**src/sv/sfd_pkg.sv**
```systemverilog
package sfd_pkg;

  localparam logic [15:0] CRC_INIT   = 16'hFFFF;
  localparam logic [15:0] CRC_POLY   = 16'hA001;
  localparam logic [15:0] SYNC_RESET = 16'hCDAB;

  localparam int unsigned QUEUE_DEPTH = 4;
  localparam int unsigned QPTR_W      = $clog2(QUEUE_DEPTH);
  localparam int unsigned QCNT_W      = $clog2(QUEUE_DEPTH + 1);

  localparam logic KIND_PAYLOAD = 1'b0;
  localparam logic KIND_STATUS  = 1'b1;

  typedef enum logic [1:0] {
    ST_OK        = 2'd0,
    ST_CRC_ERR   = 2'd1,
    ST_COUNT_ERR = 2'd2
  } sfd_status_e;

  // one result as it travels from the parser to the output stage
  typedef struct packed {
    logic        kind;
    logic [7:0]  data;
    logic [9:0]  offset;
    logic [3:0]  count;
    logic        count_err;
    logic [15:0] rcrc;
    logic [15:0] ccrc;
  } sfd_rec_t;

  // crc-16/modbus, one byte, lsb first
  function automatic logic [15:0] sfd_crc_feed(input logic [15:0] crc, input logic [7:0] b);
    logic [15:0] c;
    c = crc ^ {8'h00, b};
    for (int k = 0; k < 8; k++) begin
      if (c[0]) c = (c >> 1) ^ CRC_POLY;
      else      c = c >> 1;
    end
    return c;
  endfunction

endpackage

```
**src/sv/sfd_front.sv**
```systemverilog
module sfd_front #(
  parameter int unsigned HEADER_BYTES  = 6,
  parameter int unsigned COMMAND_BYTES = 18,
  parameter int unsigned MAX_COMMANDS  = 15
) (
  input  logic             clk_i,
  input  logic             rst_ni,
  input  logic             cfg_we_i,
  input  logic [15:0]      cfg_data_i,
  input  logic             accept_i,
  input  logic [7:0]       rx_byte_i,
  output logic             push_o,
  output sfd_pkg::sfd_rec_t rec_o
);
  import sfd_pkg::*;

  typedef enum logic [2:0] {
    PH_HUNT,
    PH_HEADER,
    PH_COMMANDS,
    PH_CRC_LO,
    PH_CRC_HI
  } phase_e;

  phase_e      phase_q, phase_d;
  logic [15:0] sync_q;
  logic [7:0]  prev_q, prev_d;
  logic        prev_valid_q, prev_valid_d;
  logic [15:0] prev_crc_q, prev_crc_d;
  logic [15:0] crc_q, crc_d;
  logic [9:0]  cnt_q, cnt_d;
  logic [3:0]  count_q, count_d;
  logic [7:0]  low_q, low_d;

  logic [15:0] crc_base, crc_new;
  logic [9:0]  cnt_inc, payload_end;
  logic        push;
  sfd_rec_t    rec;

  assign crc_base    = (phase_q == PH_HUNT) ? prev_crc_q : crc_q;
  assign crc_new     = sfd_crc_feed(crc_base, rx_byte_i);
  assign prev_crc_d  = sfd_crc_feed(CRC_INIT, rx_byte_i);
  assign cnt_inc     = cnt_q + 10'd1;
  assign payload_end = 10'(HEADER_BYTES) + 10'(count_q) * 10'(COMMAND_BYTES);

  always_comb begin
    phase_d      = phase_q;
    prev_d       = prev_q;
    prev_valid_d = prev_valid_q;
    crc_d        = crc_q;
    cnt_d        = cnt_q;
    count_d      = count_q;
    low_d        = low_q;
    push         = 1'b0;
    rec          = '0;
    rec.offset   = cnt_q;
    unique case (phase_q)
      PH_HEADER: begin
        crc_d = crc_new;
        if (cnt_q == 10'd4) count_d = rx_byte_i[3:0];
        cnt_d    = cnt_inc;
        push     = 1'b1;
        rec.kind = KIND_PAYLOAD;
        rec.data = rx_byte_i;
        if (cnt_inc >= 10'(HEADER_BYTES)) begin
          if (count_d > 4'(MAX_COMMANDS)) begin
            // header announces too many records: report and drop the frame
            rec.kind      = KIND_STATUS;
            rec.data      = 8'h00;
            rec.count_err = 1'b1;
            rec.ccrc      = crc_new;
            phase_d       = PH_HUNT;
            prev_valid_d  = 1'b0;
            prev_d        = 8'h00;
          end else if (count_d == 4'd0) begin
            phase_d = PH_CRC_LO;
          end else begin
            phase_d = PH_COMMANDS;
          end
        end
        rec.count = count_d;
      end
      PH_COMMANDS: begin
        crc_d     = crc_new;
        cnt_d     = cnt_inc;
        push      = 1'b1;
        rec.kind  = KIND_PAYLOAD;
        rec.data  = rx_byte_i;
        rec.count = count_q;
        if (cnt_inc >= payload_end) phase_d = PH_CRC_LO;
      end
      PH_CRC_LO: begin
        low_d   = rx_byte_i;
        cnt_d   = cnt_inc;
        phase_d = PH_CRC_HI;
      end
      PH_CRC_HI: begin
        push         = 1'b1;
        rec.kind     = KIND_STATUS;
        rec.count    = count_q;
        rec.rcrc     = {rx_byte_i, low_q};
        rec.ccrc     = crc_q;
        phase_d      = PH_HUNT;
        prev_valid_d = 1'b0;
        prev_d       = 8'h00;
      end
      default: begin
        if (prev_valid_q && ({rx_byte_i, prev_q} == sync_q)) begin
          // prev_crc_q already holds the crc over the first sync byte
          crc_d        = crc_new;
          cnt_d        = 10'd2;
          count_d      = 4'd0;
          low_d        = 8'h00;
          prev_valid_d = 1'b0;
          phase_d      = PH_HEADER;
        end else begin
          prev_d       = rx_byte_i;
          prev_valid_d = 1'b1;
        end
      end
    endcase
  end

  always_ff @(posedge clk_i or negedge rst_ni) begin
    if (!rst_ni) begin
      phase_q      <= PH_HUNT;
      sync_q       <= SYNC_RESET;
      prev_q       <= 8'h00;
      prev_valid_q <= 1'b0;
      prev_crc_q   <= CRC_INIT;
      crc_q        <= CRC_INIT;
      cnt_q        <= '0;
      count_q      <= '0;
      low_q        <= '0;
    end else begin
      if (cfg_we_i) sync_q <= cfg_data_i;
      if (accept_i) begin
        phase_q      <= phase_d;
        prev_q       <= prev_d;
        prev_valid_q <= prev_valid_d;
        prev_crc_q   <= prev_crc_d;
        crc_q        <= crc_d;
        cnt_q        <= cnt_d;
        count_q      <= count_d;
        low_q        <= low_d;
      end
    end
  end

  assign push_o = accept_i & push;
  assign rec_o  = rec;

endmodule

```
**src/sv/sfd_queue.sv**
```systemverilog
module sfd_queue (
  input  logic              clk_i,
  input  logic              rst_ni,
  input  logic              push_i,
  input  sfd_pkg::sfd_rec_t rec_i,
  output logic              full_o,
  input  logic              pop_i,
  output logic              valid_o,
  output sfd_pkg::sfd_rec_t rec_o
);
  import sfd_pkg::*;

  sfd_rec_t            entry_q [QUEUE_DEPTH];
  logic [QPTR_W-1:0]   wptr_q, rptr_q;
  logic [QCNT_W-1:0]   fill_q;
  logic                do_push, do_pop;

  assign full_o  = (fill_q == QCNT_W'(QUEUE_DEPTH));
  assign valid_o = (fill_q != '0);
  assign rec_o   = entry_q[rptr_q];
  assign do_push = push_i & ~full_o;
  assign do_pop  = pop_i & valid_o;

  always_ff @(posedge clk_i) begin
    if (do_push) entry_q[wptr_q] <= rec_i;
  end

  always_ff @(posedge clk_i or negedge rst_ni) begin
    if (!rst_ni) begin
      wptr_q <= '0;
      rptr_q <= '0;
      fill_q <= '0;
    end else begin
      if (do_push) wptr_q <= wptr_q + QPTR_W'(1);
      if (do_pop)  rptr_q <= rptr_q + QPTR_W'(1);
      unique case ({do_push, do_pop})
        2'b10:   fill_q <= fill_q + QCNT_W'(1);
        2'b01:   fill_q <= fill_q - QCNT_W'(1);
        default: fill_q <= fill_q;
      endcase
    end
  end

endmodule

```
**src/sv/sfd_back.sv**
```systemverilog
module sfd_back (
  input  logic              clk_i,
  input  logic              rst_ni,
  input  logic              valid_i,
  input  sfd_pkg::sfd_rec_t rec_i,
  output logic              pop_o,
  output logic              out_valid_o,
  input  logic              out_stall_i,
  output logic              result_kind_o,
  output logic [7:0]        data_byte_o,
  output logic [9:0]        frame_offset_o,
  output logic [3:0]        command_count_o,
  output logic [1:0]        frame_status_o,
  output logic [15:0]       received_crc_o,
  output logic [15:0]       computed_crc_o
);
  import sfd_pkg::*;

  logic        out_valid_q;
  logic        load;
  sfd_status_e status;

  assign load  = valid_i & (~out_valid_q | ~out_stall_i);
  assign pop_o = load;

  always_comb begin
    priority if (rec_i.kind == KIND_PAYLOAD) status = ST_OK;
    else if (rec_i.count_err)                status = ST_COUNT_ERR;
    else if (rec_i.rcrc == rec_i.ccrc)       status = ST_OK;
    else                                     status = ST_CRC_ERR;
  end

  always_ff @(posedge clk_i or negedge rst_ni) begin
    if (!rst_ni) begin
      out_valid_q <= 1'b0;
    end else if (load) begin
      out_valid_q <= 1'b1;
    end else if (~out_stall_i) begin
      out_valid_q <= 1'b0;
    end
  end

  always_ff @(posedge clk_i) begin
    if (load) begin
      result_kind_o   <= rec_i.kind;
      data_byte_o     <= rec_i.data;
      frame_offset_o  <= rec_i.offset;
      command_count_o <= rec_i.count;
      frame_status_o  <= status;
      received_crc_o  <= rec_i.rcrc;
      computed_crc_o  <= rec_i.ccrc;
    end
  end

  assign out_valid_o = out_valid_q;

endmodule

```
**src/sv/sync_frame_deframer_crc16.sv**
```systemverilog
// channel   direction  handshake               payload
// in        input      in_valid_i / in_stall_o   rx_byte_i
// out       output     out_valid_o / out_stall_i result_kind_o .. computed_crc_o
// cfg       input      cfg_valid_i / cfg_ready_o cfg_data_i (sync word)
//
// one byte is taken every cycle while in_stall_o is low; the parser and its
// byte-wide crc update finish a byte in the cycle it is taken, and a result
// reaches the output through a four-entry queue and the output register.
// reset puts the parser in sync hunt with sync word 0xcdab and the queue empty.
// in_stall_o rises only when the queue is full, which needs out_stall_i to hold back the output.
module sync_frame_deframer_crc16 #(
  parameter int unsigned HEADER_BYTES  = 6,
  parameter int unsigned COMMAND_BYTES = 18,
  parameter int unsigned MAX_COMMANDS  = 15
) (
  input  logic        clk_i,
  input  logic        rst_ni,
  input  logic        cfg_valid_i,
  output logic        cfg_ready_o,
  input  logic [15:0] cfg_data_i,
  input  logic        in_valid_i,
  output logic        in_stall_o,
  input  logic [7:0]  rx_byte_i,
  output logic        out_valid_o,
  input  logic        out_stall_i,
  output logic        result_kind_o,
  output logic [7:0]  data_byte_o,
  output logic [9:0]  frame_offset_o,
  output logic [3:0]  command_count_o,
  output logic [1:0]  frame_status_o,
  output logic [15:0] received_crc_o,
  output logic [15:0] computed_crc_o
);
  import sfd_pkg::*;

  logic     accept, push, full, q_valid, pop;
  sfd_rec_t push_rec, q_rec;

  assign cfg_ready_o = 1'b1;
  assign in_stall_o  = full;
  assign accept      = in_valid_i & ~full;

  sfd_front #(
    .HEADER_BYTES (HEADER_BYTES),
    .COMMAND_BYTES(COMMAND_BYTES),
    .MAX_COMMANDS (MAX_COMMANDS)
  ) u_front (
    .clk_i     (clk_i),
    .rst_ni    (rst_ni),
    .cfg_we_i  (cfg_valid_i & cfg_ready_o),
    .cfg_data_i(cfg_data_i),
    .accept_i  (accept),
    .rx_byte_i (rx_byte_i),
    .push_o    (push),
    .rec_o     (push_rec)
  );

  sfd_queue u_queue (
    .clk_i  (clk_i),
    .rst_ni (rst_ni),
    .push_i (push),
    .rec_i  (push_rec),
    .full_o (full),
    .pop_i  (pop),
    .valid_o(q_valid),
    .rec_o  (q_rec)
  );

  sfd_back u_back (
    .clk_i          (clk_i),
    .rst_ni         (rst_ni),
    .valid_i        (q_valid),
    .rec_i          (q_rec),
    .pop_o          (pop),
    .out_valid_o    (out_valid_o),
    .out_stall_i    (out_stall_i),
    .result_kind_o  (result_kind_o),
    .data_byte_o    (data_byte_o),
    .frame_offset_o (frame_offset_o),
    .command_count_o(command_count_o),
    .frame_status_o (frame_status_o),
    .received_crc_o (received_crc_o),
    .computed_crc_o (computed_crc_o)
  );

endmodule
```
**config.mk**
```make
export PLATFORM = sky130hd
export DESIGN_NAME = sync_frame_deframer_crc16
export DESIGN_NICKNAME = d
export VERILOG_FILES = /design/src/sv/sfd_pkg.sv /design/src/sv/sfd_front.sv /design/src/sv/sfd_queue.sv /design/src/sv/sfd_back.sv /design/src/sv/sync_frame_deframer_crc16.sv
export SDC_FILE = /design/constraint.sdc
export NUM_CORES = 1
export LEC_CHECK = 0
export ABC_AREA = 0
export BUFFER_PORTS_ARGS = -buffer_cell sky130_fd_sc_hd__buf_4
export CORE_MARGIN = 2
export CORE_UTILIZATION = 45
export DETAILED_ROUTE_END_ITERATION = 7
export PLACE_DENSITY = 0.61
export SYNTH_ARGS = -nofsm -noshare
export SYNTH_HDL_FRONTEND = slang
export SYNTH_SLANG_ARGS = --single-unit
```
**constraint.sdc**
```tcl
create_clock -name clk_i -period 8 [get_ports clk_i]
set_clock_uncertainty 0.15 [all_clocks]
set_input_delay 0.8 -clock clk_i [delete_from_list [all_inputs] [get_ports clk_i]]
set_output_delay 0.8 -clock clk_i [all_outputs]
set_load 0.02 [all_outputs]
```
==> results <==
- The capture instance of the worst register-to-register path is u_front.phase_q[1].
- The register cell area after layout is 10500 um^2.
- Once the floorplan was initialized, standard cells occupied 45.6% of the core.
- Across all setup checks in the final design, the least slack found is 4.52 ns.
- The average via count per standard cell is 5.30.
- The worst setup slack before clock tree synthesis is 4.46 ns.
- In the finished design, the share of the clock period the worst path needs comes to 43.5%.
- After synthesis the netlist holds a flip-flop and latch count of 361.
- 0 antenna diodes ended up in the layout.
- Cells fill 52.5% of the core in the end.
- The layout cell share with drive strength beyond 1 is 28.5%.
- The slack of the worst reg-to-reg path is 4.52 ns.
- The final layout net count is 1063.
- For the worst flop-to-flop path, the logic depth is 14.
- The tree is rooted in a sky130_fd_sc_hd__clkbuf_16.
- The number of global-route vias before repair is 8136.
- The max-cap check violation count is 0.
- After clock tree synthesis, the repair step resized 0 gates.
- The critical path goes through ha_1 -> ha_1 -> ha_1 -> nand4_1 -> nor3_1 -> xnor2_1 -> a21oi_1 -> ha_1 -> nor2b_1 -> o21ai_0 -> nand3b_1 -> a21oi_1 -> nor3_1 -> mux2_2.
- Yosys mapped the design onto 61 distinct sky130hd cell types.
- The most used flip-flop cell after synthesis is sky130_fd_sc_hd__edfxtp_1.
- TritonCTS built the clock tree.
- On the critical path, the stage with the largest delay is an instance of sky130_fd_sc_hd__dfrtp_1.
- The final layout contains routed wiring with a total length of 29.6 mm.
- Data on the critical path is required at its endpoint by 8.25 ns.
- The area growth from synthesis to layout is 15.1%.
- For this run the aggregate overflow at the end of global routing stands at 0.
- The worst setup path is of the flip-flop to flip-flop kind.
- The longest clock path from root to sink contains 3 buffers.
- The final number of hold-violating endpoints is 0.
- Once placement finished, the instance area stood at 16300 um^2.
- Of all flip-flops after synthesis, the portion carrying an async set or reset was 23.5%.
- The endpoint type of the worst setup path is a flip-flop.
- The number of warnings issued by yosys is 0.
- The number of buffers and inverters on the critical path is 0.
- The total vias in the final route is 7909.
- The post-CTS setup-driven buffer insertion count is 0.
- After detailed routing, the average wire length per cell comes to 19.9 um.
- The power per standard cell area is 408 nW/um^2.
- In this run the cell area of the synthesized design comes to 15200 um^2.
- After routing the design area is 17500 um^2.
- The relative max-transition margin is 29.1%.
- The number of DRC violations after detailed-routing iteration 0 is 508.
- Entering global routing, the biggest net connects 60 pins.
- The y dimension of the die is 188 um.
- Detailed placement finished with a half-perimeter wire length of 17.9 mm.
- The number of buffers created by CTS is 39.
- The worst voltage drop across the vdd grid is 251 uV.
- Summing all multi-input logic gate instances after layout gives 4540 um^2.
- The number of synthesized flops with an enable pin is 276.
- Setup repair after global routing left no endpoint under its margin.
- The filler cells instantiated in the layout total 2709.
- The clock edge transition at the registers on the reported setup and hold paths is 0.06 ns.
- Of all nets on the critical path, the largest fanout is 10.
- The tree built by TritonCTS fans out to 361 sinks.
- The initial antenna violation count is 0.
- The launch instance of the worst register-to-register path is u_front.count_q[3].
- Setup violations remaining at the end of the flow were counted as 0.
- In the synthesized netlist, the number of instances is 931.
- The die width is 188 um.
- Derived from the worst setup path, the maximum achievable clock frequency is 287 MHz.
- The number of nets still failing antenna checks after routing is 0.
- The clock network latency to the later pin of the worst-skew pair is 0.52 ns.
- Grouping stages by cell kind, the critical path spends the most delay in adder cells.
- The routability-driven placement congestion ratio is 0.829.
- In this run the core area contains 67 standard-cell rows.
- In the routed design, unresolved DRC markers number 0.
- The library cell used most frequently in the layout, excluding fill and tap cells, is sky130_fd_sc_hd__edfxtp_1.
- The number of hold buffers added after CTS was 0.
- The slew at the pin closest to its max-slew limit is 1.06 ns.
- The average instance in the mapped netlist occupies 16.4 um^2.
- The endpoint arrival time on the critical path is 3.73 ns.
- Sequential elements use 68.6% of the synthesized area.
- The cell type with the highest occurrence count on the critical path is sky130_fd_sc_hd__ha_1.
- The run finished with clean final reports.
- For this run, the slowest stage of the critical path takes 0.49 ns.
- For this design the top-level I/O count stands at 89.
- The top cell types in the final layout, fill and taps aside, are sky130_fd_sc_hd__edfxtp_1 (276), sky130_fd_sc_hd__buf_4 (93), sky130_fd_sc_hd__mux4_2 (55).
- The accumulated negative setup slack is 0 ns.
- The first global-routing pass estimated 46.9 mm of wire.
- The reported leakage power is 0.00640 uW.
- The first TritonRoute pass finished after 4 iterations.
- Across every metal layer, demand over resource in global routing totals 17.0%.
- The count of buffers added on input and output ports is 86.
- Counting I/O delays and the setup requirement, the final critical path takes 3.48 ns.
- The floorplan step defined a die boundary enclosing 35400 um^2.
- The number of nets in the synthesized netlist is 981.
- The type of the most critical hold path is input pin to async pin.
- After floorplanning, the core was sized to cover 33400 um^2.
- The final count of pins violating max slew is 0.
- STA classifies the critical path startpoint as a flip-flop.
- In this run the number of H-tree levels came out at 2.
[through the flow]
step	hold slack, ns	std cells	power (uW)
4_1_cts	0.130	1491	7270
5_1_grt	0.147	1491	7580
3_5_place_dp	0.306	1420	5540
3_3_place_gp	0.300	1420	5510
6_report	0.120	1491	7160
2_1_floorplan	0.289	931	4790
[logic make-up after synthesis]
| logic type | synth area share [%] |
|---|---|
| compound gates | 4.25 |
| xor+xnor | 5.60 |
| flops | 68.6 |
| simple gates | 6.21 |
| buf+inv | 1.83 |
| mux | 11.7 |
| fa+ha+maj | 1.77 |
| other cells | 0.0493 |
[cell usage after synthesis, types with 3 or more instances]
| cell type | instances | share of area (%) |
|---|---|---|
| sky130_fd_sc_hd__a22o_1 | 8 | 0.46 |
| sky130_fd_sc_hd__buf_1 | 7 | 0.17 |
| sky130_fd_sc_hd__nor2_1 | 38 | 0.94 |
| sky130_fd_sc_hd__dfrtp_1 | 48 | 7.9 |
| sky130_fd_sc_hd__xnor2_1 | 49 | 2.8 |
| sky130_fd_sc_hd__mux2_2 | 40 | 3.0 |
| sky130_fd_sc_hd__o21ai_0 | 40 | 1.3 |
| sky130_fd_sc_hd__o2bb2ai_1 | 8 | 0.46 |
| sky130_fd_sc_hd__edfxtp_1 | 276 | 54 |
| sky130_fd_sc_hd__nand4_1 | 6 | 0.25 |
| sky130_fd_sc_hd__a2bb2oi_1 | 8 | 0.46 |
| sky130_fd_sc_hd__buf_2 | 7 | 0.23 |
| sky130_fd_sc_hd__nor2b_1 | 3 | 0.12 |
| sky130_fd_sc_hd__a31o_2 | 3 | 0.17 |
| sky130_fd_sc_hd__nor4_1 | 7 | 0.29 |
| sky130_fd_sc_hd__ha_1 | 20 | 1.6 |
| sky130_fd_sc_hd__dfstp_2 | 37 | 6.4 |
| sky130_fd_sc_hd__and3_1 | 39 | 1.6 |
| sky130_fd_sc_hd__mux2i_1 | 9 | 0.59 |
| sky130_fd_sc_hd__mux4_2 | 55 | 8.1 |
| sky130_fd_sc_hd__a211o_1 | 3 | 0.17 |
| sky130_fd_sc_hd__nand3_1 | 5 | 0.16 |
| sky130_fd_sc_hd__nand2_1 | 53 | 1.3 |
| sky130_fd_sc_hd__xor2_1 | 44 | 2.5 |
| sky130_fd_sc_hd__nor3_1 | 6 | 0.20 |
| sky130_fd_sc_hd__clkbuf_1 | 34 | 0.84 |
| sky130_fd_sc_hd__inv_1 | 13 | 0.32 |
| sky130_fd_sc_hd__a21oi_1 | 13 | 0.43 |
| sky130_fd_sc_hd__and2_1 | 10 | 0.41 |
[how the worst max path moves through the flow]
stage	start	end	slack, ns	depth (start not counted)
finish	u_front.count_q[3]	u_front.phase_q[1]	4.52	14
global route	u_front.count_q[3]	u_front.phase_q[1]	4.25	14
CTS	u_front.count_q[3]	u_front.phase_q[1]	4.52	14
detailed placement	rx_byte_i[1]	u_front.count_q[2]	4.46	8
global placement	rx_byte_i[1]	u_front.count_q[2]	4.51	8
floorplan	out_stall_i	u_queue.fill_q[2]	2.74	7
[where the power goes]
part | total (uW) | internal [uW] | switching (uW)
Clock | 1710 | 1010 | 698
Combinational | 2390 | 1110 | 1270
Sequential | 3070 | 2720 | 346
[final cells by class]
cell class / count / area share [%]
Clock buffer: 59 / 6.46
Clock inverter: 12 / 0.542
Inverter: 14 / 0.299
Multi-Input combinational cell: 504 / 25.9
Sequential cell: 361 / 59.7
Tap cell: 448 / 3.19
Timing Repair Buffer: 93 / 3.98
[flip-flops by register name, summed over array words and instances, names as in the netlist, 10 cells and up]
register and cells:
u_front.sync_q 16, u_front.crc_q 16, u_back.received_crc_o 16, u_front.cnt_q 10
u_back.frame_offset_o 10, u_queue.entry_q 220, u_front.prev_crc_q 11, u_back.computed_crc_o 16
[layer usage]
metal	GRT usage [%]	vias up	wire length [um]
li1	-	3687	-
met1	24.3	3991	13600
met2	27.3	177	14000
met3	2.40	54	1350
met4	5.03	0	662
met5	0	-	0
(Power assumes the default switching activity.)
